==> config.mk <==
export PLATFORM = sky130hd
export DESIGN_NAME = brqi_ram
export DESIGN_NICKNAME = d
export VERILOG_FILES = /design/src/assert_macros.svh /design/src/brqi_ram.sv
export SDC_FILE = /design/constraint.sdc
export NUM_CORES = 2
export LEC_CHECK = 0
export ABC_CLOCK_PERIOD_IN_PS = 4950
export BUFFER_PORTS_ARGS = -buffer_cell sky130_fd_sc_hd__buf_2
export CORE_UTILIZATION = 55
export CTS_CLUSTER_SIZE = 24
export DETAILED_ROUTE_END_ITERATION = 10
export GPL_ROUTABILITY_DRIVEN = 1
export GPL_TIMING_DRIVEN = 0
export PLACE_DENSITY = 0.72
export SYNTH_ARGS = -nofsm -noshare
export SYNTH_HDL_FRONTEND = slang
export SYNTH_SLANG_ARGS = --single-unit
==> constraint.sdc <==
create_clock -name aclk -period 4.95 [get_ports aclk]
set_input_delay 0.99 -clock aclk [delete_from_list [all_inputs] [get_ports aclk]]
set_output_delay 0.99 -clock aclk [all_outputs]
set_load 0.02 [all_outputs]
==> src/assert_macros.svh <==
// Assertion macros for the box range query index RTL.
// Needs aclk and aresetn in the scope where a macro is used.
`ifndef ASSERT_MACROS_SVH
`define ASSERT_MACROS_SVH

// The consequent must hold in the same cycle as the antecedent.
`define BRQI_ASSERT_IMM(label, ante, cons, msg) \
    label: assert property (@(posedge aclk) disable iff (!aresetn) (ante) |-> (cons)) \
        else $error(msg);

// The consequent must hold in the cycle after the antecedent.
`define BRQI_ASSERT_NXT(label, ante, cons, msg) \
    label: assert property (@(posedge aclk) disable iff (!aresetn) (ante) |=> (cons)) \
        else $error(msg);

`endif

==> src/brqi_ram.sv <==
// Simple dual-port synchronous RAM, one write and one read port.
// Read data is registered: it appears in the cycle after the read address. No dependencies.
module brqi_ram #(
    parameter int WIDTH  = 32,
    parameter int DEPTH  = 64,
    parameter int ADDR_W = 6
) (
    input  logic              aclk,
    input  logic              we,
    input  logic [ADDR_W-1:0] waddr,
    input  logic [WIDTH-1:0]  wdata,
    input  logic [ADDR_W-1:0] raddr,
    output logic [WIDTH-1:0]  rdata
);

    logic [WIDTH-1:0] mem [DEPTH];

    always_ff @(posedge aclk) begin
        if (we) begin
            mem[waddr] <= wdata;
        end
    end

    always_ff @(posedge aclk) begin
        rdata <= mem[raddr];
    end

endmodule

==> results.py <==
metrics = {
    "status": {
        "status": "finished, violations left",
        "violations": "max-capacitance violations, max-slew violations",
    },
    "pwr": {
        "p_sw_mw": 8.05,
        "power_density_nw_per_um2": 409,
        "combPwrFrac": 0.055,
        "power_mw": 36.9,
        "ir_drop_v": 0.000359,
        "power_frac_clock": 0.416,
        "p_leak_nw": 28.1,
        "p_int_mw": 28.9,
        "swShare": 0.218,
        "power_frac_seq": 0.529,
    },
    "setup_path": {
        "criticalPathCategory": "in -> reg",
        "path_buf_inv": 4,
        "cpLargestDelayFamily": "buffers and inverters",
        "path_max_fanout": 10,
        "required_ns": 5.61,
        "cp_common_cell": "buf_2",
        "worst_setup_path_end_kind": "register",
        "startpoint_type": "primary input",
        "cpPeakStageDelay_ns": 0.92,
        "critPathArrivalTime_ns": 5.19,
        "cpMaxStageDelayCell": "buf_1",
        "cp_cell_sequence": "buf_2 > buf_2 > buf_2 > buf_1 > nand3b_1 > o221ai_1 > a21oi_1 > a21oi_1 > nor2_1",
    },
    "clocking": {
        "cts_buffer_depth": 3,
        "cts_tree": "yes",
        "cts_resized": 0,
        "clk_pin_slew_ns": 0.06,
        "holdBufCountCts": 0,
        "cts_buffers": 200,
        "clk-insertion-delay-late_ns": 0.82,
        "root_buffer": "clkbuf_16",
        "cts_setup_buffers": 0,
        "htree_levels": 4,
        "cts_sinks": 2080,
    },
    "place": {
        "gp_congestion": 0.860,
        "io_buffers": 69,
        "place_ws_ns": -0.325,
        "place_hpwl_um": 148000,
    },
    "route": {
        "initialDrtViolationCount": 7532,
        "vias": 40399,
        "drt-total-wl_um": 235000,
        "drc": 0,
        "final_antenna_net_count": 0,
        "drt-wirelength-per-cell_um": 40.8,
        "drt-pass1-iter-count": 6,
        "via_per_inst": 7.02,
    },
    "timing": {
        "hold_viol": 0,
        "fin_skew_ns": 0.0333,
        "worst_pin_slew_ns": 1.59,
        "setup_violations": 0,
        "drv_slew": 11,
        "maxClockFrequency_mhz": 221,
        "layout_min_cycle_time_ns": 4.53,
        "setup_ws_ns": 0.416,
        "finalSetupTns_ns": 0,
        "slew_headroom": -0.0616,
        "rsz0062_at_grt": "false",
        "period_share": 0.916,
    },
    "floorplan": {
        "io_pins": 78,
        "die-area_um2": 144000,
        "rows": 138,
        "die_w_um": 380,
        "start_util": 0.555,
        "die_y_um": 380,
        "core_um2": 142000,
    },
    "logic_synthesis": {
        "synth_area_um2": 78500,
        "synth_seq_cells": 2080,
        "avgSynthCellArea_um2": 23.6,
        "synth_area_leaders": "edfxtp_1, mux4_2, mux2i_1, dfxtp_1, o22ai_1",
        "yosysUniqueCellTypes": 34,
        "synth_edf_count": 2048,
        "synth-warning-count": 0,
        "synth_cells": 3324,
        "synth_top_cell_area_share": 0.783,
        "ys.flop_type": "edfxtp_1",
        "yosysSeqAreaShare": 0.791,
        "syn-num-nets": 3370,
        "async_flop_share": 0,
        "synth_top_cell_by_area": "edfxtp_1",
    },
    "cells_and_area": {
        "area_growth_pct": 14.9,
        "drive_above_1_share": 0.298,
        "fin_nets": 3734,
    },
    "worst_hold_path": {
        "hold_class": "in -> reg",
    },
    "grt": {
        "grt_use_met3": 0.103,
        "met2_usage": 0.490,
        "grt_pass1_wl_um": 319000,
        "grt-busiest-layer": "met2",
        "met1_usage": 0.441,
        "grt_max_degree": 65,
        "grt_pass1_vias": 39690,
        "globalRoute.totalOverflow": 0,
        "grt_usage": 0.329,
        "antenna_found_initial": 6,
    },
    "flow_run": {
        "cap_violations": 3,
    },
}
[final cells by class]
class / count / area [um2]
clock buffer: 251 / 5300
antenna: 8 / 20.0
buffer: 182 / 887
sequential: 2080 / 62100
timing repair buffer: 162 / 2250
multi-input combinational: 1062 / 16000
fill: 9071 / 51400
tap: 1890 / 2360
clock inverter: 123 / 1260
[metal layers]
layer,vias up,part of all wire
li1,15025,-
met1,21075,0.33
met2,3631,0.45
met3,668,0.15
met4,0,0.061
met5,-,0
[synth_stat cells, types with 21 or more instances]
library cell	count
dfxtp_1	32
nor2_1	137
o22ai_1	84
mux2i_1	93
buf_1	21
mux4_2	544
edfxtp_1	2048
o221ai_1	27
a21oi_1	62
buf_4	25
nand2_1	26
clkbuf_1	74
buf_2	57
[sequential cells by signal (all words and copies together) (netlist names)]
| register | cells |
|---|---|
| mem | 2048 |
| rdata | 32 |
[cells in the final DEF, fill, tap and decap left out, types with 43 or more instances in the layout]
cell type,n
clkbuf_16,203
clkinv_1,43
buf_12,63
mux4_2,544
clkbuf_1,117
nor2_4,62
nor2_1,75
buf_2,124
a21oi_1,62
mux2i_1,93
o22ai_1,84
edfxtp_1,2048
[through the flow]
stage          utilization  cells  area (um2)  hold slack (ns)
6_report             0.637   5758       90200            0.811
5_1_grt              0.637   5750       90200            0.811
4_1_cts              0.637   5750       90200            0.819
3_5_place_dp         0.591   5376       83600            0.821
3_3_place_gp         0.574   5283       81200            0.811
2_1_floorplan            -   3324       78500            0.663
[power groups by stage]
stage	Clock [mW]	Combinational, mW	Sequential, mW
after floorplan	0	0.948	20.0
final	15.3	2.04	19.5
after detailed placement	0	1.99	19.9
after global routing	16.0	2.08	19.5
after CTS	15.4	2.00	19.5
after global placement	0	1.91	19.9
[kinds of logic after synthesis]
family / after synthesis / share of synthesized area
flip-flops: 2080 / 0.791
multiplexers: 637 / 0.168
AND/OR/NAND/NOR: 223 / 0.0127
AO/OA/AOI/OAI: 202 / 0.0167
buffers and inverters: 182 / 0.0113
[worst paths after layout]
check,slack [ns],end,cells past startpoint,start
max,0.42,rdata[19],9,raddr[1]
min,0.81,mem[40][11],1,wdata[11]
max reg2reg,2.20,rdata[18],4,mem[31][18]
min reg2reg,0.84,rdata[17],4,mem[12][17]
No activity file was read; power rests on OpenSTA's default activity.
