--- src/assert_macros.svh ---
// Assertion macros for the box range query index RTL.
// Needs aclk and aresetn in the scope where a macro is used.
`ifndef ASSERT_MACROS_SVH
`define ASSERT_MACROS_SVH

// The consequent must hold in the same cycle as the antecedent.
`define BRQI_ASSERT_IMM(label, ante, cons, msg) \
    label: assert property (@(posedge aclk) disable iff (!aresetn) (ante) |-> (cons)) \
        else $error(msg);

// The consequent must hold in the cycle after the antecedent.
`define BRQI_ASSERT_NXT(label, ante, cons, msg) \
    label: assert property (@(posedge aclk) disable iff (!aresetn) (ante) |=> (cons)) \
        else $error(msg);

`endif

--- src/brqi_pkg.sv ---
// Package for the box range query index: request modes, status codes,
// result record and controller states. No dependencies.
package brqi_pkg;

    localparam int NUM_AXES = 3;
    localparam int ID_OUT_W = 6;

    typedef enum logic [1:0] {
        MODE_CLEAR = 2'd0,
        MODE_ADD   = 2'd1,
        MODE_BUILD = 2'd2,
        MODE_QUERY = 2'd3
    } mode_t;

    typedef enum logic [2:0] {
        ST_OK        = 3'd0,
        ST_FULL      = 3'd1,
        ST_BOUNDS    = 3'd2,
        ST_NOT_BUILT = 3'd3,
        ST_BUILT     = 3'd4
    } status_t;

    typedef struct packed {
        status_t              status;
        logic [ID_OUT_W-1:0]  point_id;
        logic                 hit;
        logic                 last;
    } result_t;

    typedef enum logic [3:0] {
        S_IDLE,
        S_RESP,
        B_RD_I,
        B_LD_I,
        B_SCAN,
        B_WR,
        Q_SA,
        Q_SB,
        Q_SC,
        Q_PICK,
        Q_RA,
        Q_RB,
        Q_RC,
        Q_RD,
        Q_FIN
    } state_t;

endpackage

--- src/brqi_out_reg.sv ---
// Output register of the result channel: holds one result until taken.
// Depends on brqi_pkg for the result record.
module brqi_out_reg (
    input  logic              aclk,
    input  logic              aresetn,
    input  logic              push,
    input  brqi_pkg::result_t push_res,
    output logic              free,
    output logic              m_valid,
    input  logic              m_ready,
    output brqi_pkg::result_t m_res
);
    import brqi_pkg::*;

    logic    valid_reg, valid_next;
    result_t res_reg;

    assign free    = !valid_reg || m_ready;
    assign m_valid = valid_reg;
    assign m_res   = res_reg;

    always_comb begin
        valid_next = valid_reg;
        if (push) begin
            valid_next = 1'b1;
        end else if (m_ready) begin
            valid_next = 1'b0;
        end
    end

    always_ff @(posedge aclk) begin
        if (!aresetn) begin
            valid_reg <= 1'b0;
        end else begin
            valid_reg <= valid_next;
        end
    end

    always_ff @(posedge aclk) begin
        if (push) begin
            res_reg <= push_res;
        end
    end

endmodule

--- config.mk ---
export PLATFORM = sky130hd
export DESIGN_NAME = brqi_out_reg
export DESIGN_NICKNAME = d
export VERILOG_FILES = /design/src/assert_macros.svh /design/src/brqi_pkg.sv /design/src/brqi_out_reg.sv
export SDC_FILE = /design/constraint.sdc
export NUM_CORES = 1
export LEC_CHECK = 0
export BUFFER_PORTS_ARGS = -buffer_cell sky130_fd_sc_hd__buf_2
export CORE_AREA = 3 3 40 42
export CTS_BUF_LIST = sky130_fd_sc_hd__clkbuf_4
export CTS_CLUSTER_DIAMETER = 30
export DETAILED_ROUTE_END_ITERATION = 12
export DIE_AREA = 0 0 43 45
export GPL_TIMING_DRIVEN = 0
export PLACE_DENSITY_LB_ADDON = 0.1
export SETUP_SLACK_MARGIN = 0.5
export SYNTH_ARGS = -nofsm -noshare
export SYNTH_HDL_FRONTEND = slang
export SYNTH_SLANG_ARGS = --single-unit
--- constraint.sdc ---
create_clock -name aclk -period 0.8 [get_ports aclk]
set_input_delay 0.16 -clock aclk [delete_from_list [all_inputs] [get_ports aclk]]
set_output_delay 0.16 -clock aclk [all_outputs]
set_load 0.02 [all_outputs]
==> results of run 1 <==
[routing by layer]
metal | up-vias | part of all wire (%) | GRT usage, %
met2 | 17 | 60 | 14.1
li1 | 121 | - | -
met5 | - | 0 | 0
met4 | 0 | 0 | 3.61
met3 | 0 | 13 | 5.98
met1 | 104 | 27 | 4.60
[cells in the mapped netlist]
master                     count  area (µm²)
sky130_fd_sc_hd__a21boi_2      1        11.3
sky130_fd_sc_hd__edfxtp_1     11         330
sky130_fd_sc_hd__inv_1         1        3.75
sky130_fd_sc_hd__dfxtp_1       1        20.0
sky130_fd_sc_hd__nand2b_4      1        13.8
[cell families (layout without fill, tap and decap cells)]
group,count (synthesis),in the layout,synth area share (%)
flops,12,12,92.4
compound gates,1,1,2.97
simple gates,1,1,3.63
buf+inv,1,33,0.989
[through the flow]
step	utilization (%)	setup TNS (ns)	total power [mW]	std cells
final	48.6	-1.80	1.35	62
after detailed placement	41.8	0	0.931	57
after global placement	41.8	0	0.925	57
after CTS	46.2	-2.03	1.35	62
after floorplan	-	0	0.843	15
after global routing	48.6	-2.28	1.41	62
[worst min path at each step]
stage	to	slack, ns
after floorplan	m_res[0]	0.26
after global placement	m_res[1]	0.34
after detailed placement	m_res[7]	0.34
after CTS	m_res[7]	0.06
after global routing	m_res[10]	0.06
final	m_res[7]	0.07
[placed cells by master, fill, tap and decap left out]
cell type	Yosys	layout
sky130_fd_sc_hd__clkbuf_4	0	4
sky130_fd_sc_hd__buf_6	0	6
sky130_fd_sc_hd__edfxtp_1	11	11
sky130_fd_sc_hd__nand2b_4	1	1
sky130_fd_sc_hd__buf_8	0	1
sky130_fd_sc_hd__dfxtp_4	0	1
sky130_fd_sc_hd__buf_2	0	19
sky130_fd_sc_hd__inv_1	1	1
sky130_fd_sc_hd__a21boi_2	1	1
sky130_fd_sc_hd__buf_4	0	2
[final cells by class]
class	count	area, µm²	area share [%]
Timing Repair Buffer	28	193	30.9
Inverter	1	3.75	0.601
Sequential cell	12	354	56.7
Multi-Input combinational cell	2	25.0	4.01
Tap cell	15	18.8	3.01
Clock buffer	4	30.0	4.81
[registers in the layout, indices dropped and copies added, names as in the netlist]
register,count
m_res,11
m_valid,1
[power groups by stage]
stage          Clock (mW)  Combinational [mW]  Sequential (mW)
2_1_floorplan           0              0.0131            0.830
3_3_place_gp            0               0.164            0.761
3_5_place_dp            0               0.168            0.762
4_1_cts             0.422               0.182            0.749
5_1_grt             0.444               0.213            0.757
6_report            0.398               0.201            0.753
[repair_timing]
action                                  in CTS  in global routing
buffers inserted                             1                  0
resized for setup                            6                 10
gates cloned                                 0                  0
endpoints found under the setup margin      25                 14
endpoints found under the hold margin        0                  0
==> results.txt, run 1 <==
----------------------------------------------------
[Status]
  Run status ... finished with violations
  Violated checks ... negative setup slack

[Place]
  Port-buffer cells ... 27
  Final Wtd Congestion ... 0.621
  Post-placement setup slack ... 0.0692 ns
  Area of placed instances ... 537 µm²

[Setup path]
  Critical path origin ... m_valid
  Critical-path cell list ... nand2b_4 > buf_6
  Slowest cell on crit path ... sky130_fd_sc_hd__dfxtp_4
  CP Launch Type ... flip-flop
  Family with the most delay on the worst path ... flip-flops
  CP endpoint kind ... output port
  Critical path destination ... free
  Count of cell instances traversed by the critical path ... 2
  Worst setup path class ... flip-flop to output port
  Length in cells of the worst reg-to-reg path ... 3
  Launch instance of the worst register-to-register path ... m_valid
  Crit path buf inv count ... 1
  FF-to-FF End ... m_valid
  Register-to-register setup slack ... 0.10 ns
  Worst path arrival time ... 0.80 ns
  Maximum single-stage delay on the critical path ... 0.36 ns
  Critical path peak fanout ... 2
  Req. time, crit path ... 0.64 ns

[Global route]
  Combined global-route utilization of all metal layers ... 7.31%
  Number of antenna violations at the first check in global routing ... 0
  Grt total ovfl ... 0
  Largest net degree at the start of global routing ... 13
  Via count of the first global-routing pass ... 252
  Global-route wire length before repair ... 952 µm

[Die]
  Placement row count ... 13
  Die width ... 43 µm
  Starting Density ... 29.5%
  Die Area ... 1940 µm²
  Top-level port count ... 28
  Core area ... 1280 µm²
  Chip Height ... 45 µm

[Clocking]
  H-tree depth reported by CTS ... 1
  Worst-path clk slew ... 0.07 ns
  CTS Sinks ... 12
  Maximum number of buffers from clock root to sink ... 2
  CTS Hold Buffers Added ... 0
  Clock tree from TritonCTS ... yes
  Clock buffer count from CTS ... 3
  Clk_lat worst skew ... 0.26 ns
  Clk root buf ... sky130_fd_sc_hd__clkbuf_4

[Drt]
  Number of detailed-routing iterations run before antenna repair ... 2
  Final wirelength ... 674 µm
  Detail Route Antenna Nets ... 0
  Total vias in the final route ... 242
  Routed via count divided by cell count ... 3.90
  Routed wire per std cell ... 10.9 µm
  Residual DRC ... 0
  First-iteration detailed-routing DRC count ... 1

[Min path]
  Type of the tightest min-delay check ... input port to flip-flop
  Hold Startpoint ... push_res[7]
  Number of cells traversed by the worst hold path ... 1

[Synthesis]
  Number of nets produced by synthesis ... 30
  Share of the yosys chip area belonging to registers ... 92.4%
  Syn avg cell area ... 25.3 µm²
  Yosys warnings ... 0
  Gate count after technology mapping ... 15
  Post-synthesis cell type count ... 5
  Cell area after technology mapping ... 379 µm²
  Flops & latches, synth ... 12

[Layout]
  Number of nets at the end of the flow ... 63
  Fillers ... 122
  Post-route cell area ... 624 µm²
  Area growth from synthesis to layout ... 64.7%
  Antenna cells ... 0
  Fraction of layout instances using a drive strength above 1 ... 74.5%

[Power]
  Power per standard cell area ... 2170 nW/µm²
  Leakage dissipation ... 0.279 nW
  Relative contribution of combinational cells to total power ... 14.9%
  Peak supply drop ... 0.000912 V
  P_sw ... 290 µW
  Internal Pwr Total ... 1.06 mW
  Switch share ... 21.5%
  Sequential share of power ... 55.7%
  Clock network fraction of total power ... 29.4%

[Timing]
  Part of the cycle the worst path needs ... 119%
  Worst slew margin relative to its limit ... 92.6%
  Count of final hold-check violations ... 0
  Worst Setup Slack, final ... -0.156 ns
  Crit path time final ... 0.956 ns
  Finish-stage setup viols ... 13
  Unrepaired setup endpoints after global routing ... true
  Final Max Slew Viols ... 0
  Slew at the pin closest to its max-slew limit ... 0.112 ns
  Post-Route Skew ... 0 ns
  Post-route worst hold slack ... 0.0698 ns
  Fmax achieved ... 1.05 GHz

[Run]
  Max Cap Violations ... 0

----------------------------------------------------
No activity file was read; power rests on OpenSTA's default activity.
==> inputs of run 2 (changes only) <==
Settings changed: BUFFER_PORTS_ARGS -buffer_cell sky130_fd_sc_hd__buf_2 to -buffer_cell sky130_fd_sc_hd__buf_4, CELL_PAD_IN_SITES_DETAIL_PLACEMENT from default to 1, CELL_PAD_IN_SITES_GLOBAL_PLACEMENT from default to 2, CORE_AREA 3 3 40 42 to default, CORE_MARGIN from default to 3, CORE_UTILIZATION from default to 22, DIE_AREA 0 0 43 45 to default, HOLD_SLACK_MARGIN from default to 0.03.
==> run 2 against run 1 <==
Compared with the run above: the run still ends with negative setup slack left; utilization fell by 4.0 points; sequential share of layout area fell by 5.8 points; hold slack got worse by 0.015 ns; sequential cell count did not move; critical path type unchanged; largest cell class unchanged; largest power group unchanged.
==> results.txt, run 2 (synthesis results as in run 1) <==
----------------------------------------------------
[Status]
  Run status ... finished with violations
  Violated checks ... negative setup slack

[Layout]
  Number of nets at the end of the flow ... 63
  Fillers ... 163
  Area growth from synthesis to layout ... 83.5%
  Register cell area after layout ... 354 µm²
  Flip-flop count of the largest register after layout ... 11
  Post-route cell area ... 696 µm²
  Multi-input gate area ... 25.0 µm²
  Antenna cells ... 0
  Leading cell types in the layout, fill and taps excluded ... sky130_fd_sc_hd__buf_4, sky130_fd_sc_hd__buf_6, sky130_fd_sc_hd__edfxtp_1, sky130_fd_sc_hd__clkbuf_4
  Fraction of layout instances using a drive strength above 1 ... 72.3%
  Most common library cell in the layout ignoring fill and taps ... sky130_fd_sc_hd__buf_4

[Global route]
  Grt total ovfl ... 0
  Combined global-route utilization of all metal layers ... 7.59%
  Largest net degree at the start of global routing ... 13
  Global-route wire length before repair ... 1080 µm
  Number of antenna violations at the first check in global routing ... 0
  Via count of the first global-routing pass ... 244

[Min path]
  Hold path endpoint ... m_res[3]
  Number of cells traversed by the worst hold path ... 1
  Hold Startpoint ... push_res[3]
  Type of the tightest min-delay check ... input port to flip-flop

[Drt]
  Routed via count divided by cell count ... 4.02
  Routed wire per std cell ... 13.3 µm
  Detail Route Antenna Nets ... 0
  Number of detailed-routing iterations run before antenna repair ... 2
  Total vias in the final route ... 253
  First-iteration detailed-routing DRC count ... 2
  Final wirelength ... 835 µm
  Residual DRC ... 0

[Clocking]
  Clock tree from TritonCTS ... yes
  H-tree depth reported by CTS ... 1
  Clk root buf ... sky130_fd_sc_hd__clkbuf_4
  CTS Hold Buffers Added ... 0
  Worst-path clk slew ... 0.09 ns
  Clock buffer count from CTS ... 3
  Clk_lat worst skew ... 0.26 ns
  CTS Sinks ... 12
  Maximum number of buffers from clock root to sink ... 2

[Setup path]
  Slowest cell on crit path ... sky130_fd_sc_hd__edfxtp_1
  Critical path peak fanout ... 1
  CP endpoint kind ... output port
  Crit path buf inv count ... 1
  CP Launch Type ... flip-flop
  Family with the most delay on the worst path ... flip-flops
  Worst setup path class ... flip-flop to output port
  Maximum single-stage delay on the critical path ... 0.40 ns
  Launch instance of the worst register-to-register path ... m_valid
  Register-to-register setup slack ... 0.09 ns
  FF-to-FF End ... m_valid
  Critical-path cell list ... buf_6
  Length in cells of the worst reg-to-reg path ... 3
  Worst path arrival time ... 0.82 ns
  Req. time, crit path ... 0.64 ns

[Power]
  Power per standard cell area ... 2020 nW/µm²
  Overall power ... 1.40 mW
  Peak supply drop ... 0.000702 V
  Leakage dissipation ... 0.301 nW

[Timing]
  Finish-stage setup viols ... 13
  Crit path time final ... 0.983 ns
  Total negative setup slack ... -2.06 ns
  Fmax achieved ... 1.02 GHz
  Slew at the pin closest to its max-slew limit ... 0.0979 ns
  Final Max Slew Viols ... 0
  Part of the cycle the worst path needs ... 123%
  Post-Route Skew ... 0 ns
  Count of final hold-check violations ... 0
  Worst Setup Slack, final ... -0.183 ns
  Worst slew margin relative to its limit ... 93.5%
  Unrepaired setup endpoints after global routing ... true

[Die]
  Core area ... 1560 µm²
  Placement row count ... 14
  Die Area ... 2260 µm²
  Chip Height ... 47.5 µm
  Starting Density ... 24.3%
  Die width ... 47.5 µm
  Top-level port count ... 28

[Place]
  Area of placed instances ... 606 µm²
  Post-placement setup slack ... 0.0860 ns
  Final Wtd Congestion ... 0.521
  Port-buffer cells ... 27

[Run]
  Max Cap Violations ... 0

----------------------------------------------------
run 2: layout make-up:
cell class | instances | area share, %
sequential | 12 | 50.9
clock buffer | 3 | 3.24
inverter | 1 | 0.540
clock inverter | 1 | 0.540
timing repair buffer | 28 | 38.3
tap | 16 | 2.88
multi-input combinational | 2 | 3.60
run 2: what timing repair did:
action | 4_1_cts | 5_1_grt
buffers inserted | 0 | 1
setup endpoints to repair | 25 | 14
resized for setup | 15 | 0
gates cloned | 0 | 0
run 2: worst max path at each step:
| stage | start | end | slack [ns] | depth (start not counted) |
|---|---|---|---|---|
| after floorplan | m_valid | m_valid | 0.16 | 2 |
| after global placement | m_ready | free | 0.09 | 3 |
| after detailed placement | m_ready | free | 0.09 | 3 |
| after CTS | m_res[10] | m_res[10] | -0.19 | 1 |
| after global routing | m_res[0] | m_res[0] | -0.21 | 1 |
| final | m_res[10] | m_res[10] | -0.18 | 1 |
run 2: per-layer routing:
| layer | track usage, % | wire length [µm] | vias to the layer above |
|---|---|---|---|
| li1 | - | - | 119 |
| met1 | 8.58 | 300 | 119 |
| met2 | 10.7 | 471 | 15 |
| met3 | 3.38 | 62 | 0 |
| met4 | 6.63 | 0 | 0 |
| met5 | 0 | 0 | - |
run 2: per-stage QoR:
step                      std cells  utilization (%)  hold WS, ns
after floorplan                  15                -        0.259
after global placement           58             38.8        0.338
after detailed placement         58             38.8        0.340
after CTS                        62             44.1       0.0513
after global routing             63             44.6       0.0380
final                            63             44.6       0.0545
run 2: power by group:
| group | internal (mW) | switching, mW |
|---|---|---|
| Clock | 0.180 | 0.212 |
| Sequential | 0.737 | 0.0235 |
| Combinational | 0.145 | 0.104 |
==> inputs of run 3 (changes only) <==
Settings changed: CORE_UTILIZATION 22 to 25, SETUP_SLACK_MARGIN 0.5 to default.
Clock period 0.8 ns to 1 ns, I/O delays scaled along.
==> run 3 against run 2 <==
Compared with the run above: the run still ends with negative setup slack left; non-clock buffer count did not move; combinational power shrank 22%; clock-buffer cell count unchanged; final cell count decreased by 1.6%; critical path type unchanged; largest cell class unchanged.
==> results.txt, run 3 (synthesis results as in run 1) <==
----------------------------------------------------
[Die]
  Core area ... 1370 µm²
  Die width ... 44.9 µm
  Top-level port count ... 28
  Die Area ... 2020 µm²
  Placement row count ... 13
  Starting Density ... 27.7%
  Chip Height ... 44.9 µm

[Timing]
  Worst Setup Slack, final ... -0.0152 ns
  Count of final hold-check violations ... 0
  Finish-stage setup viols ... 2
  Final Max Slew Viols ... 0
  Slew at the pin closest to its max-slew limit ... 0.151 ns
  Worst slew margin relative to its limit ... 90.0%
  Post-Route Skew ... 0 ns
  Post-route worst hold slack ... 0.106 ns
  Part of the cycle the worst path needs ... 102%
  Crit path time final ... 1.02 ns
  Fmax achieved ... 0.985 GHz
  Unrepaired setup endpoints after global routing ... true

[Setup path]
  Launch instance of the worst register-to-register path ... m_valid
  Critical path origin ... m_res[4]
  CP Launch Type ... flip-flop
  Count of cell instances traversed by the critical path ... 1
  Worst setup path class ... flip-flop to output port
  Critical path destination ... m_res[4]
  Req. time, crit path ... 0.80 ns
  Length in cells of the worst reg-to-reg path ... 3
  Maximum single-stage delay on the critical path ... 0.40 ns
  Critical path peak fanout ... 1
  Slowest cell on crit path ... sky130_fd_sc_hd__edfxtp_1
  CP endpoint kind ... output port
  Worst path arrival time ... 0.82 ns
  Register-to-register setup slack ... 0.28 ns
  Crit path buf inv count ... 1
  Family with the most delay on the worst path ... flip-flops
  FF-to-FF End ... m_valid
  Critical-path cell list ... buf_6

[Drt]
  Detail Route Antenna Nets ... 0
  Routed wire per std cell ... 12.3 µm
  First-iteration detailed-routing DRC count ... 5
  Final wirelength ... 765 µm
  Residual DRC ... 0
  Total vias in the final route ... 249
  Routed via count divided by cell count ... 4.02
  Number of detailed-routing iterations run before antenna repair ... 2

[Status]
  Violated checks ... negative setup slack
  Run status ... finished with violations

[Place]
  Cells after DPL ... 57
  Area of placed instances ... 601 µm²
  Final Wtd Congestion ... 0.653
  Port-buffer cells ... 27
  DP Wirelength ... 650 µm

[Power]
  Switch share ... 22.7%
  Internal Pwr Total ... 846 µW
  Relative contribution of combinational cells to total power ... 17.6%
  Sequential share of power ... 55.7%
  Leakage dissipation ... 0.297 nW
  Peak supply drop ... 0.000581 V
  P_sw ... 248 µW
  Clock network fraction of total power ... 26.7%
  Power per standard cell area ... 1610 nW/µm²

[Min path]
  Type of the tightest min-delay check ... input port to flip-flop
  Number of cells traversed by the worst hold path ... 1

[Global route]
  Grt total ovfl ... 0
  Combined global-route utilization of all metal layers ... 9.29%
  Via count of the first global-routing pass ... 258
  Number of antenna violations at the first check in global routing ... 0
  Largest net degree at the start of global routing ... 13
  Global-route wire length before repair ... 1240 µm

[Layout]
  Fillers ... 140
  Flip-flop count of the largest register after layout ... 11
  Number of nets at the end of the flow ... 63
  Fraction of layout instances using a drive strength above 1 ... 72.3%
  Leading cell types in the layout, fill and taps excluded ... sky130_fd_sc_hd__buf_4, sky130_fd_sc_hd__buf_6, sky130_fd_sc_hd__edfxtp_1, sky130_fd_sc_hd__clkbuf_4
  Area growth from synthesis to layout ... 79.5%
  Register cell area after layout ... 352 µm²
  Non-filler cells in the finished layout ... 62
  Post-route cell area ... 681 µm²
  Antenna cells ... 0
  Multi-input gate area ... 25.0 µm²
  Most common library cell in the layout ignoring fill and taps ... sky130_fd_sc_hd__buf_4

[Clocking]
  Worst-path clk slew ... 0.07 ns
  Clock tree from TritonCTS ... yes
  Clock buffer count from CTS ... 3
  Clk_lat worst skew ... 0.26 ns
  CTS Sinks ... 12
  Maximum number of buffers from clock root to sink ... 2
  Clk root buf ... sky130_fd_sc_hd__clkbuf_4
  H-tree depth reported by CTS ... 1

[Run]
  Max Cap Violations ... 0

----------------------------------------------------
run 3: worst min-delay path by stage:
stage,from,endpoint,slack [ns]
after floorplan,push_res[0],m_res[0],0.30
after global placement,push_res[6],m_res[6],0.38
after detailed placement,push_res[8],m_res[8],0.38
after CTS,push_res[8],m_res[8],0.1
after global routing,push_res[10],m_res[10],0.08
final,push_res[8],m_res[8],0.11
run 3: layer usage:
metal	share of wire, %	track usage [%]	routed length, µm	up-vias
met5	0	0	0	-
met4	0	3.51	0	0
met3	9.8	4.78	75	0
met2	59	16.4	454	16
met1	31	9.11	235	113
li1	-	-	-	120
run 3: timing repair:
item,CTS,global route
hold buffers,0,0
gates resized for setup,10,3
buffers inserted,0,1
endpoints found under the setup margin,10,12
pin swaps,0,0
run 3: power groups by stage:
stage	clock network [mW]	registers (mW)	logic, mW
finish	0.292	0.610	0.193
global route	0.347	0.614	0.205
CTS	0.311	0.609	0.188
detailed placement	0	0.615	0.172
global placement	0	0.612	0.168
floorplan	0	0.665	0.0104
run 3: per-stage QoR:
stage	setup TNS [ns]	util, %	setup slack (ns)	total power, mW
floorplan	0	-	0.223	0.675
global placement	0	44.0	0.212	0.780
finish	-0.0176	49.8	-0.0152	1.09
CTS	-0.132	48.4	-0.0363	1.11
detailed placement	0	44.0	0.207	0.787
global route	-0.474	49.8	-0.0565	1.17
run 3: cell type report:
type / instances / area share [%]
Sequential cell: 12 / 51.7
Tap cell: 15 / 2.76
Clock buffer: 3 / 3.31
Timing Repair Buffer: 28 / 37.5
Multi-Input combinational cell: 2 / 3.68
Clock inverter: 1 / 0.551
Inverter: 1 / 0.551
run 3: worst register-to-register path, cell delays in order (launching register included):
cell	delay [ns]
sky130_fd_sc_hd__dfxtp_2	0.35
sky130_fd_sc_hd__nand2b_4	0.06
sky130_fd_sc_hd__buf_4	0.13
sky130_fd_sc_hd__a21boi_2	0.12
